[src/rtl/core/bqps_pkg.sv]
// Shared types and constants of the byte queue with pattern search.
// No dependencies; the top level and the sequencer refer to it by scoped names.
`timescale 1ns / 1ps

package bqps_pkg;

  localparam int unsigned AddrWidth  = 10;
  localparam int unsigned Depth      = 1 << AddrWidth;
  localparam int unsigned CountWidth = AddrWidth + 1;
  localparam int unsigned MaxPattern = 8;
  localparam int unsigned PlenWidth  = 4;
  localparam int unsigned JWidth     = 3;
  localparam int unsigned PatWidth   = 8 * MaxPattern;

  // Configuration register indexes
  localparam logic CFG_PATTERN        = 1'b0;
  localparam logic CFG_PATTERN_LENGTH = 1'b1;

  typedef enum logic [1:0] {
    CMD_APPEND = 2'd0,
    CMD_DROP   = 2'd1,
    CMD_READ   = 2'd2,
    CMD_SEARCH = 2'd3
  } cmd_e;

  typedef enum logic [1:0] {
    ST_IDLE,
    ST_READ,
    ST_SCAN,
    ST_EMIT
  } state_e;

  typedef struct packed {
    cmd_e                  cmd;
    logic [AddrWidth-1:0]  position;
    logic [CountWidth-1:0] amount;
    logic [7:0]            data_byte;
  } item_t;

  typedef struct packed {
    logic [PatWidth-1:0]  pattern;
    logic [PlenWidth-1:0] pattern_length;
  } cfg_t;

  // First field in the highest bits
  typedef struct packed {
    logic                  overflow;
    logic [CountWidth-1:0] fill_level;
    logic [AddrWidth-1:0]  match_position;
    logic                  found;
    logic [7:0]            read_byte;
  } res_t;

  typedef struct packed {
    logic                 we;
    logic [AddrWidth-1:0] waddr;
    logic [7:0]           wdata;
    logic                 re;
    logic [AddrWidth-1:0] raddr;
  } mem_req_t;

endpackage

[src/rtl/core/bqps_ctrl.sv]
// Command sequencer: queue pointers, byte store access and the pattern scan.
// Depends on bqps_pkg.
`timescale 1ns / 1ps

module bqps_ctrl (
  input  logic               clk_i,
  input  logic               rst_ni,
  input  logic               item_valid_i,
  output logic               item_ready_o,
  input  bqps_pkg::item_t    item_i,
  input  bqps_pkg::cfg_t     cfg_i,
  input  logic               out_free_i,
  output logic               res_valid_o,
  output bqps_pkg::res_t     res_o,
  output bqps_pkg::mem_req_t mem_o,
  input  logic [7:0]         mem_rdata_i
);

  localparam int unsigned AW = bqps_pkg::AddrWidth;
  localparam int unsigned CW = bqps_pkg::CountWidth;
  localparam int unsigned PW = bqps_pkg::PlenWidth;
  localparam int unsigned JW = bqps_pkg::JWidth;

  bqps_pkg::state_e state_q, state_d;
  logic [AW-1:0]    head_q, head_d;
  logic [CW-1:0]    count_q, count_d;
  logic [AW-1:0]    i_q, i_d;
  logic [JW-1:0]    j_q, j_d;
  logic [PW-1:0]    len_q, len_d;
  logic [AW-1:0]    last_q, last_d;
  logic             rd_ok_q, rd_ok_d;
  bqps_pkg::res_t   res_q, res_d;

  logic             rv;
  bqps_pkg::res_t   rn;
  logic             start_read, start_scan;
  logic [PW-1:0]    plen, len_m1;
  logic [CW-1:0]    count_left;
  logic             search_ok, match;
  logic [7:0]       pat_byte;
  logic [AW-1:0]    i_next;
  logic [JW-1:0]    j_next;

  assign item_ready_o = (state_q == bqps_pkg::ST_IDLE);

  // Saturate the pattern length and check that a match can fit at all
  always_comb begin
    plen = (cfg_i.pattern_length > PW'(bqps_pkg::MaxPattern)) ?
           PW'(bqps_pkg::MaxPattern) : cfg_i.pattern_length;
    count_left = count_q - CW'(plen);
    search_ok  = (plen != '0) && (CW'(plen) <= count_q) &&
                 ({1'b0, item_i.position} <= count_left);
    len_m1     = len_q - PW'(1);
    pat_byte   = cfg_i.pattern[{j_q, 3'b000} +: 8];
    match      = (mem_rdata_i == pat_byte);
  end

  // Datapath and result generation
  always_comb begin
    rv         = 1'b0;
    rn         = '0;
    rn.fill_level = count_q;
    head_d     = head_q;
    count_d    = count_q;
    i_d        = i_q;
    j_d        = j_q;
    len_d      = len_q;
    last_d     = last_q;
    rd_ok_d    = rd_ok_q;
    mem_o      = '0;
    start_read = 1'b0;
    start_scan = 1'b0;
    i_next     = i_q;
    j_next     = j_q;

    case (state_q)
      bqps_pkg::ST_IDLE: begin
        if (item_valid_i) begin
          case (item_i.cmd)
            bqps_pkg::CMD_APPEND: begin
              rv = 1'b1;
              if (count_q == CW'(bqps_pkg::Depth)) begin
                rn.overflow = 1'b1;
              end else begin
                mem_o.we      = 1'b1;
                mem_o.waddr   = head_q + count_q[AW-1:0];
                mem_o.wdata   = item_i.data_byte;
                count_d       = count_q + CW'(1);
                rn.fill_level = count_d;
              end
            end
            bqps_pkg::CMD_DROP: begin
              rv = 1'b1;
              if (item_i.amount >= count_q) begin
                count_d = '0;
                head_d  = '0;
              end else begin
                head_d  = head_q + item_i.amount[AW-1:0];
                count_d = count_q - item_i.amount;
              end
              rn.fill_level = count_d;
            end
            bqps_pkg::CMD_READ: begin
              mem_o.re   = 1'b1;
              mem_o.raddr = head_q + item_i.position;
              rd_ok_d    = ({1'b0, item_i.position} < count_q);
              start_read = 1'b1;
            end
            bqps_pkg::CMD_SEARCH: begin
              mem_o.re    = 1'b1;
              mem_o.raddr = head_q + item_i.position;
              i_d         = item_i.position;
              j_d         = '0;
              len_d       = plen;
              last_d      = count_left[AW-1:0];
              if (search_ok) begin
                start_scan = 1'b1;
              end else begin
                rv = 1'b1;
              end
            end
            default: begin
              rv = 1'b1;
            end
          endcase
        end
      end
      bqps_pkg::ST_READ: begin
        rv           = 1'b1;
        rn.read_byte = rd_ok_q ? mem_rdata_i : 8'h00;
      end
      bqps_pkg::ST_SCAN: begin
        if (match && (j_q == len_m1[JW-1:0])) begin
          rv                = 1'b1;
          rn.found          = 1'b1;
          rn.match_position = i_q;
        end else if (!match && (i_q == last_q)) begin
          rv = 1'b1;
        end else begin
          // Advance within the candidate, or move to the next start offset
          if (match) begin
            j_next = j_q + JW'(1);
          end else begin
            i_next = i_q + AW'(1);
            j_next = '0;
          end
          i_d         = i_next;
          j_d         = j_next;
          mem_o.re    = 1'b1;
          mem_o.raddr = head_q + i_next + AW'(j_next);
        end
      end
      bqps_pkg::ST_EMIT: begin
        rv = 1'b1;
        rn = res_q;
      end
      default: begin
        rv = 1'b0;
      end
    endcase

    res_d = (rv && !out_free_i) ? rn : res_q;
  end

  assign res_valid_o = rv && out_free_i;
  assign res_o       = rn;

  // Next state
  always_comb begin
    state_d = state_q;
    case (state_q)
      bqps_pkg::ST_IDLE: begin
        if (item_valid_i) begin
          if (start_read) begin
            state_d = bqps_pkg::ST_READ;
          end else if (start_scan) begin
            state_d = bqps_pkg::ST_SCAN;
          end else if (!out_free_i) begin
            state_d = bqps_pkg::ST_EMIT;
          end
        end
      end
      bqps_pkg::ST_READ, bqps_pkg::ST_SCAN, bqps_pkg::ST_EMIT: begin
        if (rv) begin
          state_d = out_free_i ? bqps_pkg::ST_IDLE : bqps_pkg::ST_EMIT;
        end
      end
      default: begin
        state_d = bqps_pkg::ST_IDLE;
      end
    endcase
  end

  always_ff @(posedge clk_i or negedge rst_ni) begin
    if (!rst_ni) begin
      state_q <= bqps_pkg::ST_IDLE;
      head_q  <= '0;
      count_q <= '0;
    end else begin
      state_q <= state_d;
      head_q  <= head_d;
      count_q <= count_d;
    end
  end

  always_ff @(posedge clk_i) begin
    i_q     <= i_d;
    j_q     <= j_d;
    len_q   <= len_d;
    last_q  <= last_d;
    rd_ok_q <= rd_ok_d;
    res_q   <= res_d;
  end

endmodule

[config.mk]
export PLATFORM = sky130hd
export DESIGN_NAME = bqps_ctrl
export DESIGN_NICKNAME = d
export VERILOG_FILES = /design/src/rtl/core/bqps_pkg.sv /design/src/rtl/core/bqps_ctrl.sv
export SDC_FILE = /design/constraint.sdc
export NUM_CORES = 1
export LEC_CHECK = 0
export BUFFER_PORTS_ARGS = -buffer_cell sky130_fd_sc_hd__buf_2
export CELL_PAD_IN_SITES_DETAIL_PLACEMENT = 2
export CELL_PAD_IN_SITES_GLOBAL_PLACEMENT = 2
export CORE_MARGIN = 3
export CORE_UTILIZATION = 34
export DETAILED_ROUTE_END_ITERATION = 10
export GPL_TIMING_DRIVEN = 0
export PLACE_DENSITY = 0.89
export SKIP_LAST_GASP = 1
export SYNTH_ARGS = -nofsm -noshare
export SYNTH_HDL_FRONTEND = slang
export SYNTH_SLANG_ARGS = --single-unit
[constraint.sdc]
create_clock -name clk_i -period 5.8 [get_ports clk_i]
set_input_delay 0.58 -clock clk_i [delete_from_list [all_inputs] [get_ports clk_i]]
set_output_delay 0.58 -clock clk_i [all_outputs]
set_load 0.01 [all_outputs]
Word level (Yosys, flattened, before mapping). Cells that the tools add are included.

Register bits after elaboration: 81. Latch bits: 0. Bits in writable memories: 0. Memory bits (read-only): 0. Input bits: 111. Output and inout port bits: 63. Memories: 0.

$add $sub $neg: 11. Multiply operators: 0. Divide/modulo/power cells: 0. $lt $le $gt $ge: 5. Equality and inequality tests: 16. Shifts and indexed selects: 1. Mux-type cells: 59. Bitwise operators: 0. Reduce and logical (&&, ||, !) cells: 22.

Operators by type and width (count): $mux 10 (9); $mux 11 (6); $pmux 11 s2 (3); $shiftx 64x7->8 (1); $mux 19 (3); $add 10x10->10 (4); $mux 30 (1); $mux 3 (8); $pmux 12 s2 (1); $pmux 10 s2 (1); $pmux 8 s2 (1); $mux 1 (13); $mux 12 (1); $mux 2 (6); $reduce_and 3->1 (4); $add 11x1->11 const B (1); $eq 11x11->1 const B (1); $ge 11x11->1 (1); $le 10x11->1 (1); $le 4x11->1 (1); $lt 10x11->1 (1); $sub 11x11->11 (1); $sub 11x4->11 (1); $add 10x1->10 const B (1); 27 further kinds (43).

Longest topological paths before layout.
Word-level depth: 13. Depth in mapped cells: 20. Gate-level depth less buffers: 18.

Worst setup path after synthesis. No wires, ideal clock.

Kind: register -> output. From: reg j_q[1]. To: out mem_o[9] (netlist bit). Data arrival time: 4.605 ns. Required time: 5.220 ns. Path slack: 0.615 ns. Stages on the path, launching flop included: 21. Cell sequence: edfxtp_1 > clkbuf_1 > buf_2 > mux4_2 > mux2i_1 > xor2_1 > nand4_4 > nor2_8 > mux2i_1 > fa_1 > inv_1 > ha_1 > fa_1 > a21oi_1 > nor2_1 > nor2_1 > o21ai_0 > o41ai_1 > xnor2_1 > xnor3_1 > o22ai_1.

RTL lines: start: declaration (line bqps_ctrl.sv:28) `logic [JW-1:0] j_q, j_d;`; start signal: assignment (line bqps_ctrl.sv:208) `j_q <= j_d;`; end: declaration (line bqps_ctrl.sv:15) `output bqps_pkg::mem_req_t mem_o,`.

==> impl_metrics.ini <==
[global_routing]
antenna_found_initial = 1
grt_pass1_vias = 8619
grt_pass1_wl_microns = 53200
grt_usage_pct = 28.4
grt_max_degree = 24
gr-total-overflow = 0

[sta]
fin_crit_ns = 5.96
hold_slack_ns = 0.244
rsz0062_at_grt = true
final_hold_viol_count = 0
setup_viol = 2
drv_slew = 0
fin_ws_ns = -0.162
skew_ns = 0.0117
worst_slew_pin_slew_ns = 1.10
relSlewSlack_pct = 25.8
max_clock_freq_ghz = 0.168
fin_crit_sh_pct = 103

[synthesis]
synthArstFlopShare_pct = 28.4
syn_area_sq_um = 7780
synth_top_area_share_pct = 22.4
yosysSeqAreaShare_pct = 29.8
syn_nets = 1013
synth_top_area_cell = edfxtp_1
ys_warn_count = 0
synthTopCellsByArea = edfxtp_1 22%, ha_1 14%, dfrtp_1 7.4%
synth_edf_count = 58
syn_area_per_cell_sq_um = 9.63
synth-main-ff-cell = edfxtp_1
synth-seq-cells = 81
post_synth_num_cell_types = 66
postSynthCellCount = 808

[critical_path]
worstSetupPathType = flip-flop to primary output
reg2reg_depth = 14
cp_top_family = adder cells
r2r_end = state_q[0]
regToRegStartpoint = count_q[1]
reg2reg_slack_ns = 0.60
crit_buf_inv = 4
cpMostUsedCell = nor2_2
critPathSlowestCell = fa_1
path_max_fanout = 5
startpoint_type = flip-flop
cp.required_ns = 5.22
arrival_ns = 5.38
crit_chain = buf_6 > buf_12 > mux4_2 > mux2i_1 > xor2_1 > nand4_4 > nor2_8 > mux2i_2 > fa_1 > inv_2 > ha_4 > fa_2 > a21oi_2 > nor2_2 > nor2_2 > o21ai_2 > o41ai_2 > xnor2_1 > xnor3_1 > o22ai_2 > buf_2
max_stage_delay_ns = 0.52
end_kind = primary output

[clock_tree]
cts.clk_slew.worst_paths_ns = 0.08
cts_sinks = 81
clockBufferDepth = 2
cts_root_buf = clkbuf_16
numCtsBuffers = 9
cts_hold_buf = 0
clk_latency_ns = 0.36
cts-htree-levels = 3
tritoncts = yes

[routing]
vias_per_cell = 5.97
wl_microns = 36100
drcViolationCount = 0
firstDrtPassIters = 5
postRouteAntennaNets = 0
wl_per_cell_microns = 27.8
drtIter0Drc = 569
dr_total_vias = 7740

[cells_and_area]
final_cells = 1297
mostFrequentLayoutCells = 173 x buf_2, 84 x ha_1, 72 x inv_1
syn_to_final_growth_pct = 24.6
nFillCells = 2426
mostFrequentLayoutCell = buf_2
post-route-util_pct = 43.8
drive_gt1_share_pct = 26.7
nets = 1217

[outcome]
outcome = complete, but fails checks
failed_checks = setup timing

[die]
coreArea_sq_um = 22200
die_y_microns = 157
initial_utilization_pct = 35.1
num_rows = 54
die_area_sq_um = 24700
die_w_microns = 157
ios = 174

[placed_design]
place_ws_ns = -0.687
dp_cells = 1260
port_buffers = 171
post-dp-hpwl_microns = 25600
routabilityCongestion = 0.884

[flow_run]
maxCapViolCount = 0

[pwr]
power_density_nw_per_um2 = 555
total_power_mw = 5.38
vdd_ir_drop_max_v = 0.000240
leakage_nw = 4.52

[worst_hold_path]
hp-class = primary input to asynchronous set/reset pin
[metal layers]
layer,share of wire (%),global-route usage [%],up-vias
li1,-,-,3400
met1,39,33.6,3914
met2,52,50.9,326
met3,4.8,4.84,100
met4,4.4,11.9,0
met5,0,0,-
[flip-flops by register name (all words and copies together) (netlist names), 2 cells and up]
name	cells
res_q	31
len_q	3
state_q	2
count_q	11
i_q	10
head_q	10
j_q	3
last_q	10
[through the flow]
stage / setup TNS, ns / instance area [sq um]
final: -0.174 / 9700
after global routing: -0.548 / 9700
after CTS: -0.144 / 9580
after detailed placement: -0.793 / 9030
after global placement: -22.05 / 8990
after floorplan: 0 / 7780
[power breakdown]
group          internal [mW]  total, mW  switching (mW)
registers              0.913       1.19           0.273
clock network          0.422      0.705           0.283
logic                   1.38       3.49            2.11
total                   2.72       5.38            2.66
[cell usage after synthesis (3+ instances only)]
master / n
inv_1: 74
o21bai_1: 12
or3_1: 3
o21ai_0: 40
nand2b_1: 6
a22o_1: 19
clkbuf_1: 24
mux4_2: 8
fa_1: 9
ha_1: 85
nor3_1: 15
nand3_1: 22
o2111ai_1: 3
mux2i_1: 14
a21o_1: 21
nor2_1: 47
or4_1: 3
and3_1: 14
a22oi_1: 10
mux2_2: 8
buf_2: 3
a21boi_0: 3
o21a_1: 9
o22ai_1: 10
o31ai_1: 13
xnor2_1: 36
nor2b_1: 5
dfrtp_1: 23
a31oi_1: 6
buf_1: 4
and2_1: 3
nand2_1: 46
xor2_1: 43
a21oi_1: 46
mux4_1: 8
o41ai_1: 4
nor4_1: 7
edfxtp_1: 58
nand4_1: 8
[repair_timing]
item,4_1_cts,5_1_grt
setup endpoints to repair,5,3
pin swaps,19,13
resized for setup,26,12
cloned,2,0
setup buffers,13,7
hold endpoints to repair,0,0
[how the worst max path moves through the flow]
stage,startpoint,endpoint,slack (ns),cells past startpoint
2_1_floorplan,j_q[1],mem_o[9],0.62,20
3_3_place_gp,cfg_i[3],res_q[11],-0.70,16
3_5_place_dp,j_q[1],mem_o[9],-0.69,21
4_1_cts,j_q[0],mem_o[9],-0.14,21
5_1_grt,j_q[0],mem_o[9],-0.27,21
6_report,j_q[0],mem_o[9],-0.16,21
[cells by family (layout without fill, tap and decap cells)]
| group | Yosys count | in the layout | share of synthesized area [%] |
|---|---|---|---|
| flip-flops | 81 | 81 | 29.8 |
| multiplexers | 38 | 38 | 7.97 |
| buffers and inverters | 107 | 315 | 5.51 |
| AO/OA/AOI/OAI | 219 | 219 | 19.2 |
| AND/OR/NAND/NOR | 189 | 189 | 12.4 |
| XOR/XNOR | 80 | 80 | 9.18 |
| adder cells (fa/ha/maj) | 94 | 94 | 16.0 |
| other | 0 | 1 | 0 |
[final cells by class]
class	count	area (sq um)	share of cell area, %
clock inverters	6	115	1.19
flip-flops and latches	81	2320	23.9
diodes	1	2.50	0.0258
well taps	280	350	3.61
inverters	74	278	2.86
plain buffers	32	150	1.55
clock buffers	9	225	2.32
repair buffers	194	1080	11.2
multi-input cells	620	5170	53.4
No activity file was read; power rests on OpenSTA's default activity.
